<file path="src/hdl/dmc_pkg.sv">
// Shared constants, codes and the direction shuffle for the DFS maze carver.
// No dependencies; the carver and the bench refer to it by scoped names.
package dmc_pkg;

  localparam int GRID_COLS_DEF = 16;
  localparam int GRID_ROWS_DEF = 16;

  // request kinds
  localparam logic REQ_RESTART = 1'b0;
  localparam logic REQ_STEP    = 1'b1;

  // result events
  localparam logic [1:0] EV_RESTART   = 2'd0;
  localparam logic [1:0] EV_CARVE     = 2'd1;
  localparam logic [1:0] EV_BACKTRACK = 2'd2;
  localparam logic [1:0] EV_IDLE      = 2'd3;

  // carve directions
  localparam logic [1:0] DIR_UP    = 2'd0;
  localparam logic [1:0] DIR_RIGHT = 2'd1;
  localparam logic [1:0] DIR_DOWN  = 2'd2;
  localparam logic [1:0] DIR_LEFT  = 2'd3;

  typedef logic [3:0][1:0] dir_order_t;

  typedef struct packed {
    logic [1:0] event_res;
    logic [3:0] cell_x;
    logic [3:0] cell_y;
    logic [1:0] direction;
    logic [8:0] stack_depth;
    logic       maze_done;
  } result_t;

  // Fisher-Yates swaps for slots 3, 2, 1; a slot-2 draw of 3 acts as 0
  function automatic dir_order_t shuffle_order(input logic [1:0] d3,
                                               input logic [1:0] d2,
                                               input logic       d1);
    dir_order_t o;
    logic [1:0] p2;
    logic [1:0] p1;
    logic [1:0] t;
    o = {DIR_LEFT, DIR_DOWN, DIR_RIGHT, DIR_UP};
    t = o[3];
    o[3] = o[d3];
    o[d3] = t;
    p2 = (d2 == 2'd3) ? 2'd0 : d2;
    t = o[2];
    o[2] = o[p2];
    o[p2] = t;
    p1 = {1'b0, d1};
    t = o[1];
    o[1] = o[p1];
    o[p1] = t;
    return o;
  endfunction

endpackage

</file>
<file path="src/hdl/dmc_ifs.sv">
// Valid/ready channel interfaces for carver requests and results.
// Stand-alone; field widths are fixed by the block's request and result formats.
interface dmc_req_if;
  logic       valid;
  logic       ready;
  logic       req_type;
  logic [1:0] draw_three;
  logic [1:0] draw_two;
  logic       draw_one;

  modport source (output valid, req_type, draw_three, draw_two, draw_one, input ready);
  modport sink   (input valid, req_type, draw_three, draw_two, draw_one, output ready);
endinterface

interface dmc_res_if;
  logic       valid;
  logic       ready;
  logic [1:0] event_res;
  logic [3:0] cell_x;
  logic [3:0] cell_y;
  logic [1:0] direction;
  logic [8:0] stack_depth;
  logic       maze_done;

  modport source (output valid, event_res, cell_x, cell_y, direction, stack_depth,
                  maze_done, input ready);
  modport sink   (input valid, event_res, cell_x, cell_y, direction, stack_depth,
                  maze_done, output ready);
endinterface

</file>
<file path="src/hdl/dmc_ram.sv">
// Simple dual-port synchronous RAM: one write port, one read port with registered data.
// No dependencies; used for the visited map and the cell stack.
module dmc_ram #(
  parameter int AW = 8,
  parameter int DW = 1
) (
  input  logic          clk,
  input  logic          we,
  input  logic [AW-1:0] waddr,
  input  logic [DW-1:0] wdata,
  input  logic          re,
  input  logic [AW-1:0] raddr,
  output logic [DW-1:0] rdata
);

  localparam int DEPTH = 1 << AW;

  logic [DW-1:0] mem [DEPTH];

  always_ff @(posedge clk) begin
    if (we) begin
      mem[waddr] <= wdata;
    end
  end

  always_ff @(posedge clk) begin
    if (re) begin
      rdata <= mem[raddr];
    end
  end

endmodule

</file>
<file path="src/hdl/dfs_maze_carver.sv">
// Step: stack read, then one visited-map read per in-bounds neighbor tried, up to
// four; a step on an empty stack skips both reads and goes straight to the result.
// Restart: clearing pass over the visited map, 2**(clog2(cols)+clog2(rows)) entries
// (256 at 16x16), then the seed. One request at a time; the result register frees
// the request side while a result waits. Reset runs the same clearing pass and
// accepts no request until it finishes. Depends on dmc_pkg, dmc_ifs, dmc_ram.
module dfs_maze_carver #(
  parameter int GRID_COLS = dmc_pkg::GRID_COLS_DEF,
  parameter int GRID_ROWS = dmc_pkg::GRID_ROWS_DEF
) (
  input logic      clk,
  input logic      rst,
  dmc_req_if.sink   req,
  dmc_res_if.source res
);

  localparam int XW    = $clog2(GRID_COLS);
  localparam int YW    = $clog2(GRID_ROWS);
  localparam int VW    = XW + YW;
  localparam int CELLS = GRID_COLS * GRID_ROWS;
  localparam int SAW   = $clog2(CELLS);
  localparam int CNTW  = $clog2(CELLS + 1);

  localparam logic [XW-1:0]   X_LAST    = XW'(GRID_COLS - 1);
  localparam logic [YW-1:0]   Y_LAST    = YW'(GRID_ROWS - 1);
  localparam logic [CNTW-1:0] CELLS_CNT = CNTW'(CELLS);

  localparam logic [2:0] ST_CLEAR = 3'd0;
  localparam logic [2:0] ST_SEED  = 3'd1;
  localparam logic [2:0] ST_IDLE  = 3'd2;
  localparam logic [2:0] ST_TOP   = 3'd3;
  localparam logic [2:0] ST_PROBE = 3'd4;
  localparam logic [2:0] ST_CHECK = 3'd5;
  localparam logic [2:0] ST_POP   = 3'd6;
  localparam logic [2:0] ST_EMIT  = 3'd7;

  logic [2:0]          state;
  logic [CNTW-1:0]     count;
  logic [VW-1:0]       clr_addr;
  logic                report;
  dmc_pkg::dir_order_t order;
  logic [1:0]          k;
  logic [XW-1:0]       cur_x;
  logic [YW-1:0]       cur_y;
  logic [XW-1:0]       cand_x;
  logic [YW-1:0]       cand_y;
  logic [1:0]          cand_dir;
  dmc_pkg::result_t    rslt;
  dmc_pkg::result_t    out_data;
  logic                out_valid;

  logic                accept;
  logic [CNTW-1:0]     count_m1;
  logic [1:0]          pd;
  logic [XW-1:0]       nx;
  logic [YW-1:0]       ny;
  logic                inb;
  logic                carve;

  logic                stk_we;
  logic [SAW-1:0]      stk_waddr;
  logic [VW-1:0]       stk_wdata;
  logic                stk_re;
  logic [VW-1:0]       stk_rdata;

  logic                vis_we;
  logic [VW-1:0]       vis_waddr;
  logic [0:0]          vis_wdata;
  logic                vis_re;
  logic [VW-1:0]       vis_raddr;
  logic [0:0]          vis_rdata;

  function automatic dmc_pkg::result_t make_result(input logic [1:0]      ev,
                                                   input logic [XW-1:0]   x,
                                                   input logic [YW-1:0]   y,
                                                   input logic [1:0]      dir,
                                                   input logic [CNTW-1:0] cnt);
    dmc_pkg::result_t r;
    logic [XW+3:0]   xe;
    logic [YW+3:0]   ye;
    logic [CNTW+8:0] ce;
    xe = {4'b0, x};
    ye = {4'b0, y};
    ce = {9'b0, cnt};
    r.event_res   = ev;
    r.cell_x      = xe[3:0];
    r.cell_y      = ye[3:0];
    r.direction   = dir;
    r.stack_depth = ce[8:0];
    r.maze_done   = (cnt == '0);
    return r;
  endfunction

  assign req.ready = (state == ST_IDLE);
  assign accept    = req.valid && req.ready;
  assign count_m1  = count - CNTW'(1);
  assign carve     = (state == ST_CHECK) && !vis_rdata[0];

  // neighbor under test
  always_comb begin
    pd  = order[k];
    nx  = cur_x;
    ny  = cur_y;
    inb = 1'b0;
    case (pd)
      dmc_pkg::DIR_UP: begin
        inb = (cur_y != '0);
        ny  = cur_y - YW'(1);
      end
      dmc_pkg::DIR_RIGHT: begin
        inb = (cur_x != X_LAST);
        nx  = cur_x + XW'(1);
      end
      dmc_pkg::DIR_DOWN: begin
        inb = (cur_y != Y_LAST);
        ny  = cur_y + YW'(1);
      end
      default: begin
        inb = (cur_x != '0);
        nx  = cur_x - XW'(1);
      end
    endcase
  end

  // stack port: seed entry zero, push on carve, read top on a step
  always_comb begin
    stk_we    = 1'b0;
    stk_waddr = count[SAW-1:0];
    stk_wdata = {cand_y, cand_x};
    if (state == ST_SEED) begin
      stk_we    = 1'b1;
      stk_waddr = '0;
      stk_wdata = '0;
    end else if (carve && (count < CELLS_CNT)) begin
      stk_we = 1'b1;
    end
    stk_re = accept && (req.req_type == dmc_pkg::REQ_STEP) && (count != '0);
  end

  // visited port: clear sweep, seed, mark on carve; probe reads
  always_comb begin
    vis_we    = 1'b0;
    vis_waddr = {cand_y, cand_x};
    vis_wdata = 1'b1;
    if (state == ST_CLEAR) begin
      vis_we    = 1'b1;
      vis_waddr = clr_addr;
      vis_wdata = 1'b0;
    end else if (state == ST_SEED) begin
      vis_we    = 1'b1;
      vis_waddr = '0;
    end else if (carve) begin
      vis_we = 1'b1;
    end
    vis_re    = (state == ST_PROBE) && inb;
    vis_raddr = {ny, nx};
  end

  dmc_ram #(.AW(SAW), .DW(VW)) u_stack (
    .clk   (clk),
    .we    (stk_we),
    .waddr (stk_waddr),
    .wdata (stk_wdata),
    .re    (stk_re),
    .raddr (count_m1[SAW-1:0]),
    .rdata (stk_rdata)
  );

  dmc_ram #(.AW(VW), .DW(1)) u_visited (
    .clk   (clk),
    .we    (vis_we),
    .waddr (vis_waddr),
    .wdata (vis_wdata),
    .re    (vis_re),
    .raddr (vis_raddr),
    .rdata (vis_rdata)
  );

  always_ff @(posedge clk) begin
    if (rst) begin
      state     <= ST_CLEAR;
      clr_addr  <= '0;
      report    <= 1'b0;
      count     <= '0;
      k         <= '0;
      out_valid <= 1'b0;
    end else begin
      if ((state == ST_EMIT) && (!out_valid || res.ready)) begin
        out_valid <= 1'b1;
      end else if (res.valid && res.ready) begin
        out_valid <= 1'b0;
      end
      unique case (state)
        ST_CLEAR: begin
          clr_addr <= clr_addr + VW'(1);
          if (clr_addr == '1) begin
            state <= ST_SEED;
          end
        end
        ST_SEED: begin
          count  <= CNTW'(1);
          rslt   <= make_result(dmc_pkg::EV_RESTART, '0, '0, dmc_pkg::DIR_UP, CNTW'(1));
          report <= 1'b0;
          state  <= report ? ST_EMIT : ST_IDLE;
        end
        ST_IDLE: begin
          if (accept) begin
            if (req.req_type == dmc_pkg::REQ_RESTART) begin
              report   <= 1'b1;
              clr_addr <= '0;
              state    <= ST_CLEAR;
            end else if (count == '0) begin
              rslt  <= make_result(dmc_pkg::EV_IDLE, '0, '0, dmc_pkg::DIR_UP, '0);
              state <= ST_EMIT;
            end else begin
              order <= dmc_pkg::shuffle_order(req.draw_three, req.draw_two, req.draw_one);
              k     <= '0;
              state <= ST_TOP;
            end
          end
        end
        ST_TOP: begin
          cur_x <= stk_rdata[XW-1:0];
          cur_y <= stk_rdata[VW-1:XW];
          state <= ST_PROBE;
        end
        ST_PROBE: begin
          cand_x   <= nx;
          cand_y   <= ny;
          cand_dir <= pd;
          if (inb) begin
            state <= ST_CHECK;
          end else if (k == 2'd3) begin
            state <= ST_POP;
          end else begin
            k <= k + 2'd1;
          end
        end
        ST_CHECK: begin
          if (!vis_rdata[0]) begin
            if (count < CELLS_CNT) begin
              count <= count + CNTW'(1);
              rslt  <= make_result(dmc_pkg::EV_CARVE, cand_x, cand_y, cand_dir,
                                   count + CNTW'(1));
            end else begin
              rslt  <= make_result(dmc_pkg::EV_CARVE, cand_x, cand_y, cand_dir, count);
            end
            state <= ST_EMIT;
          end else if (k == 2'd3) begin
            state <= ST_POP;
          end else begin
            k     <= k + 2'd1;
            state <= ST_PROBE;
          end
        end
        ST_POP: begin
          count <= count_m1;
          rslt  <= make_result(dmc_pkg::EV_BACKTRACK, cur_x, cur_y, dmc_pkg::DIR_UP, count_m1);
          state <= ST_EMIT;
        end
        ST_EMIT: begin
          // hold until the result register is free
          if (!out_valid || res.ready) begin
            out_data <= rslt;
            state    <= ST_IDLE;
          end
        end
        default: begin
          state <= ST_IDLE;
        end
      endcase
    end
  end

  assign res.valid       = out_valid;
  assign res.event_res   = out_data.event_res;
  assign res.cell_x      = out_data.cell_x;
  assign res.cell_y      = out_data.cell_y;
  assign res.direction   = out_data.direction;
  assign res.stack_depth = out_data.stack_depth;
  assign res.maze_done   = out_data.maze_done;

  a_count_bound: assert property (@(posedge clk) disable iff (rst)
    count <= CELLS_CNT)
    else $error("stack count beyond grid size");

  a_push_room: assert property (@(posedge clk) disable iff (rst)
    carve |-> (count < CELLS_CNT))
    else $error("push onto a full stack");

  a_pop_nonempty: assert property (@(posedge clk) disable iff (rst)
    (state == ST_POP) |-> (count != '0))
    else $error("pop from an empty stack");

  a_vis_no_collide: assert property (@(posedge clk) disable iff (rst)
    (vis_we && vis_re) |-> (vis_waddr != vis_raddr))
    else $error("visited map read and write hit the same entry");

  a_top_read: assert property (@(posedge clk) disable iff (rst)
    stk_re |=> (state == ST_TOP))
    else $error("stack read without a top capture");

endmodule

</file>
<file path="src/flat_wrapper.sv">
// flat-port wrapper written by rule: the top's interface ports become plain ports
module dfs_maze_carver_flat 
#(
  parameter int GRID_COLS = dmc_pkg::GRID_COLS_DEF,
  parameter int GRID_ROWS = dmc_pkg::GRID_ROWS_DEF
)
  (clk, rst, req_valid, req_req_type, req_draw_three, req_draw_two, req_draw_one, req_ready, res_valid, res_event_res, res_cell_x, res_cell_y, res_direction, res_stack_depth, res_maze_done, res_ready);
  dmc_req_if req_i ();
  dmc_res_if res_i ();
  input logic clk;
  input logic rst;
  input wire logic [$bits(req_i.valid)-1:0] req_valid;
  input wire logic [$bits(req_i.req_type)-1:0] req_req_type;
  input wire logic [$bits(req_i.draw_three)-1:0] req_draw_three;
  input wire logic [$bits(req_i.draw_two)-1:0] req_draw_two;
  input wire logic [$bits(req_i.draw_one)-1:0] req_draw_one;
  output wire logic [$bits(req_i.ready)-1:0] req_ready;
  output wire logic [$bits(res_i.valid)-1:0] res_valid;
  output wire logic [$bits(res_i.event_res)-1:0] res_event_res;
  output wire logic [$bits(res_i.cell_x)-1:0] res_cell_x;
  output wire logic [$bits(res_i.cell_y)-1:0] res_cell_y;
  output wire logic [$bits(res_i.direction)-1:0] res_direction;
  output wire logic [$bits(res_i.stack_depth)-1:0] res_stack_depth;
  output wire logic [$bits(res_i.maze_done)-1:0] res_maze_done;
  input wire logic [$bits(res_i.ready)-1:0] res_ready;
  assign req_i.valid = req_valid;
  assign req_i.req_type = req_req_type;
  assign req_i.draw_three = req_draw_three;
  assign req_i.draw_two = req_draw_two;
  assign req_i.draw_one = req_draw_one;
  assign req_ready = req_i.ready;
  assign res_valid = res_i.valid;
  assign res_event_res = res_i.event_res;
  assign res_cell_x = res_i.cell_x;
  assign res_cell_y = res_i.cell_y;
  assign res_direction = res_i.direction;
  assign res_stack_depth = res_i.stack_depth;
  assign res_maze_done = res_i.maze_done;
  assign res_i.ready = res_ready;
  dfs_maze_carver #(.GRID_COLS(GRID_COLS), .GRID_ROWS(GRID_ROWS)) u_core (.clk(clk), .rst(rst), .req(req_i), .res(res_i));
endmodule
</file>
<file path="config.mk">
export PLATFORM = sky130hd
export DESIGN_NAME = dfs_maze_carver_flat
export DESIGN_NICKNAME = d
export VERILOG_FILES = /design/src/hdl/dmc_pkg.sv /design/src/hdl/dmc_ifs.sv /design/src/hdl/dmc_ram.sv /design/src/hdl/dfs_maze_carver.sv /design/src/flat_wrapper.sv
export SDC_FILE = /design/constraint.sdc
export NUM_CORES = 2
export LEC_CHECK = 0
export BUFFER_PORTS_ARGS = -buffer_cell sky130_fd_sc_hd__buf_4
export CAP_MARGIN = 20
export CORE_UTILIZATION = 55
export DETAILED_ROUTE_END_ITERATION = 12
export PLACE_DENSITY = 0.74
export SYNTH_ARGS = -nofsm -noshare
export SYNTH_HDL_FRONTEND = slang
export SYNTH_SLANG_ARGS = --single-unit
</file>
<file path="constraint.sdc">
create_clock -name clk -period 8.6 [get_ports clk]
set_input_delay 1.72 -clock clk [delete_from_list [all_inputs] [get_ports clk]]
set_output_delay 1.72 -clock clk [all_outputs]
set_load 0.02 [all_outputs]
</file>
==> reports/metrics.yaml <==
sta:
  fin_skew_ns: 0.0404
  setup_viol: 0
  slew_viol_final: 116
  min_period_ns: 5.28
  fin_crit_sh: 0.614
  setup_tns_ns: 0
  finalHoldViolations: 0
  tightest_slew_ns: 1.65
  relSlewSlack: -0.102
  rsz0062_at_grt: "no"
  whs_ns: 0.418
  max_freq_ghz: 0.189
floorplanning:
  io_pins: 34
  die_h_um: 419
  die_area_um2: 176000
  rows: 152
  die_width_um: 419
  initial_core_util: 0.556
  core_area_um2: 172000
synthesis:
  synth_simple_gate_area_frac: 0.0412
  synth_top_family_by_area: "multiplexers"
  syn_avg_cell_area_um2: 20.4
  postSynthNetCount: 4734
  yosys_warnings: 0
  synth-seq-cells: 2407
  yosys_most_used_dff: "edfxtp_1"
  muxShareOfSynthArea: 0.169
  synth-xor-area-share: 0.00247
  yosysUniqueCellTypes: 71
  netlist_area_um2: 95800
  syn_inst: 4703
  synth_edf_count: 2383
  synth-compound-area-share: 0.0175
  ys_seq_area_frac: 0.752
  synthAdderAreaFrac: 0.00290
  synthArstFlopShare: 0
clock_tree:
  ctsRootBufferMaster: "clkbuf_16"
  clk_pin_slew_worst_paths_ns: 0.06
  cts_buffers: 225
  clk_latency_ns: 0.86
  hold_buffers: 0
  cts_max_level: 4
  clock_path_buffers: 3
  cts_tree: "yes"
  post-cts-setup-buffers: 0
  cts_resized: 0
  cts_sinks: 2407
min_path:
  holdCritPathClass: "reg -> reg"
  whs_path_depth: 0
  worstHoldStart: "u_core.rslt[16]$_DFFE_PP_"
  whs_endpoint: "u_core.res.cell_x[0]$_DFFE_PP_"
placed_design:
  place.port_buffers: 33
  dp_hpwl_mm: 127
  dp.cells: 6833
  gp_congestion: 0.831
critical_path:
  r2r_start: "u_core.k[0]$_SDFFE_PP0P_"
  r2r_end: "u_core.u_visited.rdata$_DFFE_PP_"
  crit_arrival_ns: 5.88
  worst_ep_required_time_ns: 9.20
  worstSetupEndpointType: "register"
  crit_path_max_fanout: 36
  crit_family: "multiplexers"
  worstSetupPathType: "reg -> reg"
  slowest_delay_ns: 0.59
  cp-start-kind: "register"
  crit_slowest_cell: "mux4_2"
  crit_buf_inv: 4
  reg2reg_depth: 14
  path_cells: "mux4_2, inv_1, ha_1, or2_1, o21a_1, buf_4, inv_2, buf_4, mux4_2, mux4_2, nand2_1, a21oi_1, nor4b_1, nor4_1"
  crit_top_cell: "mux4_2"
  ff2ff_setup_slack_ns: 3.32
route:
  ant_nets: 0
  via_per_inst: 6.57
  wl_per_cell_um: 30.4
  drcViolationCount: 0
  drt_iter0_markers: 6674
  via_count: 47700
  routed_wl_mm: 221
  drt_pass1_iterations: 5
status:
  failed_checks: "slew limit"
  status: "finished, violations left"
pwr:
  p_sw_w: 0.00699
  seqPwrFrac: 0.488
  total_power_w: 0.0273
  p_leak_nw: 31.6
  switching_share: 0.256
  internal-power_w: 0.0204
  power.density_nw_per_um2: 258
  max-vdd-ir-drop_mv: 0.210
  clock_power_share: 0.352
  p_comb_frac: 0.160
cells_and_area:
  syn_to_final_growth_pct: 10.4
  nets: 4786
  drive_gt1_frac: 0.240
  instances_no_fill: 7262
  fillers: 11700
global_routing:
  grt_overflow: 0
  first_global_vias: 47000
  grt_start_max_net_pins: 221
  grt_pass1_wl_mm: 322
  grt_antenna_before_repair: 5
  grtUsageTotal: 0.254
flow_run:
  cap_violations: 0
-- synthesized netlist by cell type (all sizes together), types with 3 or more instances --
cell / number / area share
a21oi: 70 / 0.0037
mux2: 7 / 0.00082
inv: 34 / 0.0013
nor4: 12 / 0.00078
buf: 105 / 0.0061
nand3: 64 / 0.0033
nor2: 573 / 0.022
a221oi: 21 / 0.0019
a31oi: 6 / 0.00039
and2: 9 / 0.00059
a311oi: 12 / 0.0011
xnor2: 15 / 0.0014
nand4: 10 / 0.00065
edfxtp: 2383 / 0.75
nor3: 23 / 0.0013
nor3b: 6 / 0.00047
nand2: 169 / 0.0066
o32ai: 9 / 0.00082
a22oi: 16 / 0.0013
clkbuf: 186 / 0.0073
o22ai: 13 / 0.00085
o21ai: 34 / 0.0018
a32o: 4 / 0.00042
xor2: 12 / 0.0011
mux2i: 25 / 0.0026
a211o: 3 / 0.00027
o21a: 3 / 0.00024
dfxtp: 24 / 0.0050
a211oi: 23 / 0.0019
ha: 19 / 0.0025
and3: 19 / 0.0012
or3: 4 / 0.00026
a21o: 3 / 0.00024
or2: 6 / 0.00039
nand2b: 22 / 0.0014
nor2b: 14 / 0.00091
a2111oi: 3 / 0.00035
mux4: 704 / 0.17
o31ai: 7 / 0.00055
or4: 3 / 0.00024
-- state kept, by name, summed over array words and instances, names as in the netlist, 8 cells and up --
name                    cells
u_core.order                8
u_core.clr_addr             8
u_core.u_visited.mem      256
u_core.count                9
u_core.res.stack_depth      9
u_core.u_stack.mem       2048
u_core.rslt                22
u_core.u_stack.rdata        8
-- logic make-up after synthesis --
family                     count (synthesis)
buffers and inverters                    327
xor gates and xnor gates                  27
muxes                                    736
and+or+nand+nor                          939
adders and majority gates                 21
DFF                                     2407
AOI/OAI and AO/OA                        246
-- routing by layer --
metal / GRT usage / wire [um] / up-vias
met3: 0.0531 / 22800 / 395
met2: 0.402 / 108000 / 2808
met5: 0 / 42 / -
met1: 0.363 / 84200 / 25100
li1: - / - / 19400
met4: 0.0734 / 6090 / 6
-- placed cells by master, fill, tap and decap left out, types with 46 or more instances in the layout --
cell type / count
clkinv_1: 60
nand2_1: 160
edfxtp_1: 2383
nand3_1: 61
clkinv_2: 46
a21oi_1: 69
buf_4: 93
nor2_1: 567
mux4_2: 703
clkbuf_16: 226
-- through the flow --
step | instance area (um2) | util | worst slack (ns)
global route | 106000 | 0.614 | 2.99
floorplan | 95800 | - | 0.300
detailed placement | 98600 | 0.572 | 3.41
CTS | 106000 | 0.614 | 3.32
global placement | 98600 | 0.572 | 3.34
finish | 106000 | 0.614 | 3.32
-- worst max path at each step --
stage                                  from  slack, ns                                  to  cells after the start
6_report           u_core.k[0]$_SDFFE_PP0P_       3.32    u_core.u_visited.rdata$_DFFE_PP_                     14
5_1_grt            u_core.k[0]$_SDFFE_PP0P_       2.99    u_core.u_visited.rdata$_DFFE_PP_                     14
4_1_cts            u_core.k[0]$_SDFFE_PP0P_       3.32    u_core.u_visited.rdata$_DFFE_PP_                     13
3_5_place_dp       u_core.k[0]$_SDFFE_PP0P_       3.41    u_core.u_visited.rdata$_DFFE_PP_                     13
3_3_place_gp       u_core.k[0]$_SDFFE_PP0P_       3.34    u_core.u_visited.rdata$_DFFE_PP_                     14
2_1_floorplan  u_core.state[2]$_SDFFE_PP0P_       0.30  u_core.u_stack.mem[0][0]$_DFFE_PP_                      5
-- layout make-up --
| class | count | area [um2] | area share |
|---|---|---|---|
| Antenna cell | 4 | 10.0 | 0.0000946 |
| Clock buffer | 272 | 5840 | 0.0552 |
| Timing Repair Buffer | 116 | 1100 | 0.0104 |
| Clock inverter | 148 | 1260 | 0.0119 |
| Sequential cell | 2407 | 72000 | 0.681 |
| Inverter | 36 | 140 | 0.00132 |
| Tap cell | 2310 | 2890 | 0.0273 |
| Multi-Input combinational cell | 1969 | 22500 | 0.213 |
-- power groups by stage --
stage | Clock, W | Combinational, W | Sequential [W]
final | 0.00962 | 0.00438 | 0.0133
after floorplan | 0 | 0.00284 | 0.0137
after global routing | 0.0101 | 0.00456 | 0.0133
after detailed placement | 0 | 0.00434 | 0.0136
after CTS | 0.00968 | 0.00437 | 0.0133
after global placement | 0 | 0.00429 | 0.0136
-- worst register-to-register path, cell delays in order (launching register included) --
cell	delay (ns)
dfxtp_1	0.45
mux4_2	0.59
inv_1	0.11
ha_1	0.54
or2_1	0.43
o21a_1	0.16
buf_4	0.40
inv_2	0.39
buf_4	0.38
mux4_2	0.35
mux4_2	0.50
nand2_1	0.10
a21oi_1	0.10
nor4b_1	0.45
nor4_1	0.10
(Power assumes the default switching activity.)
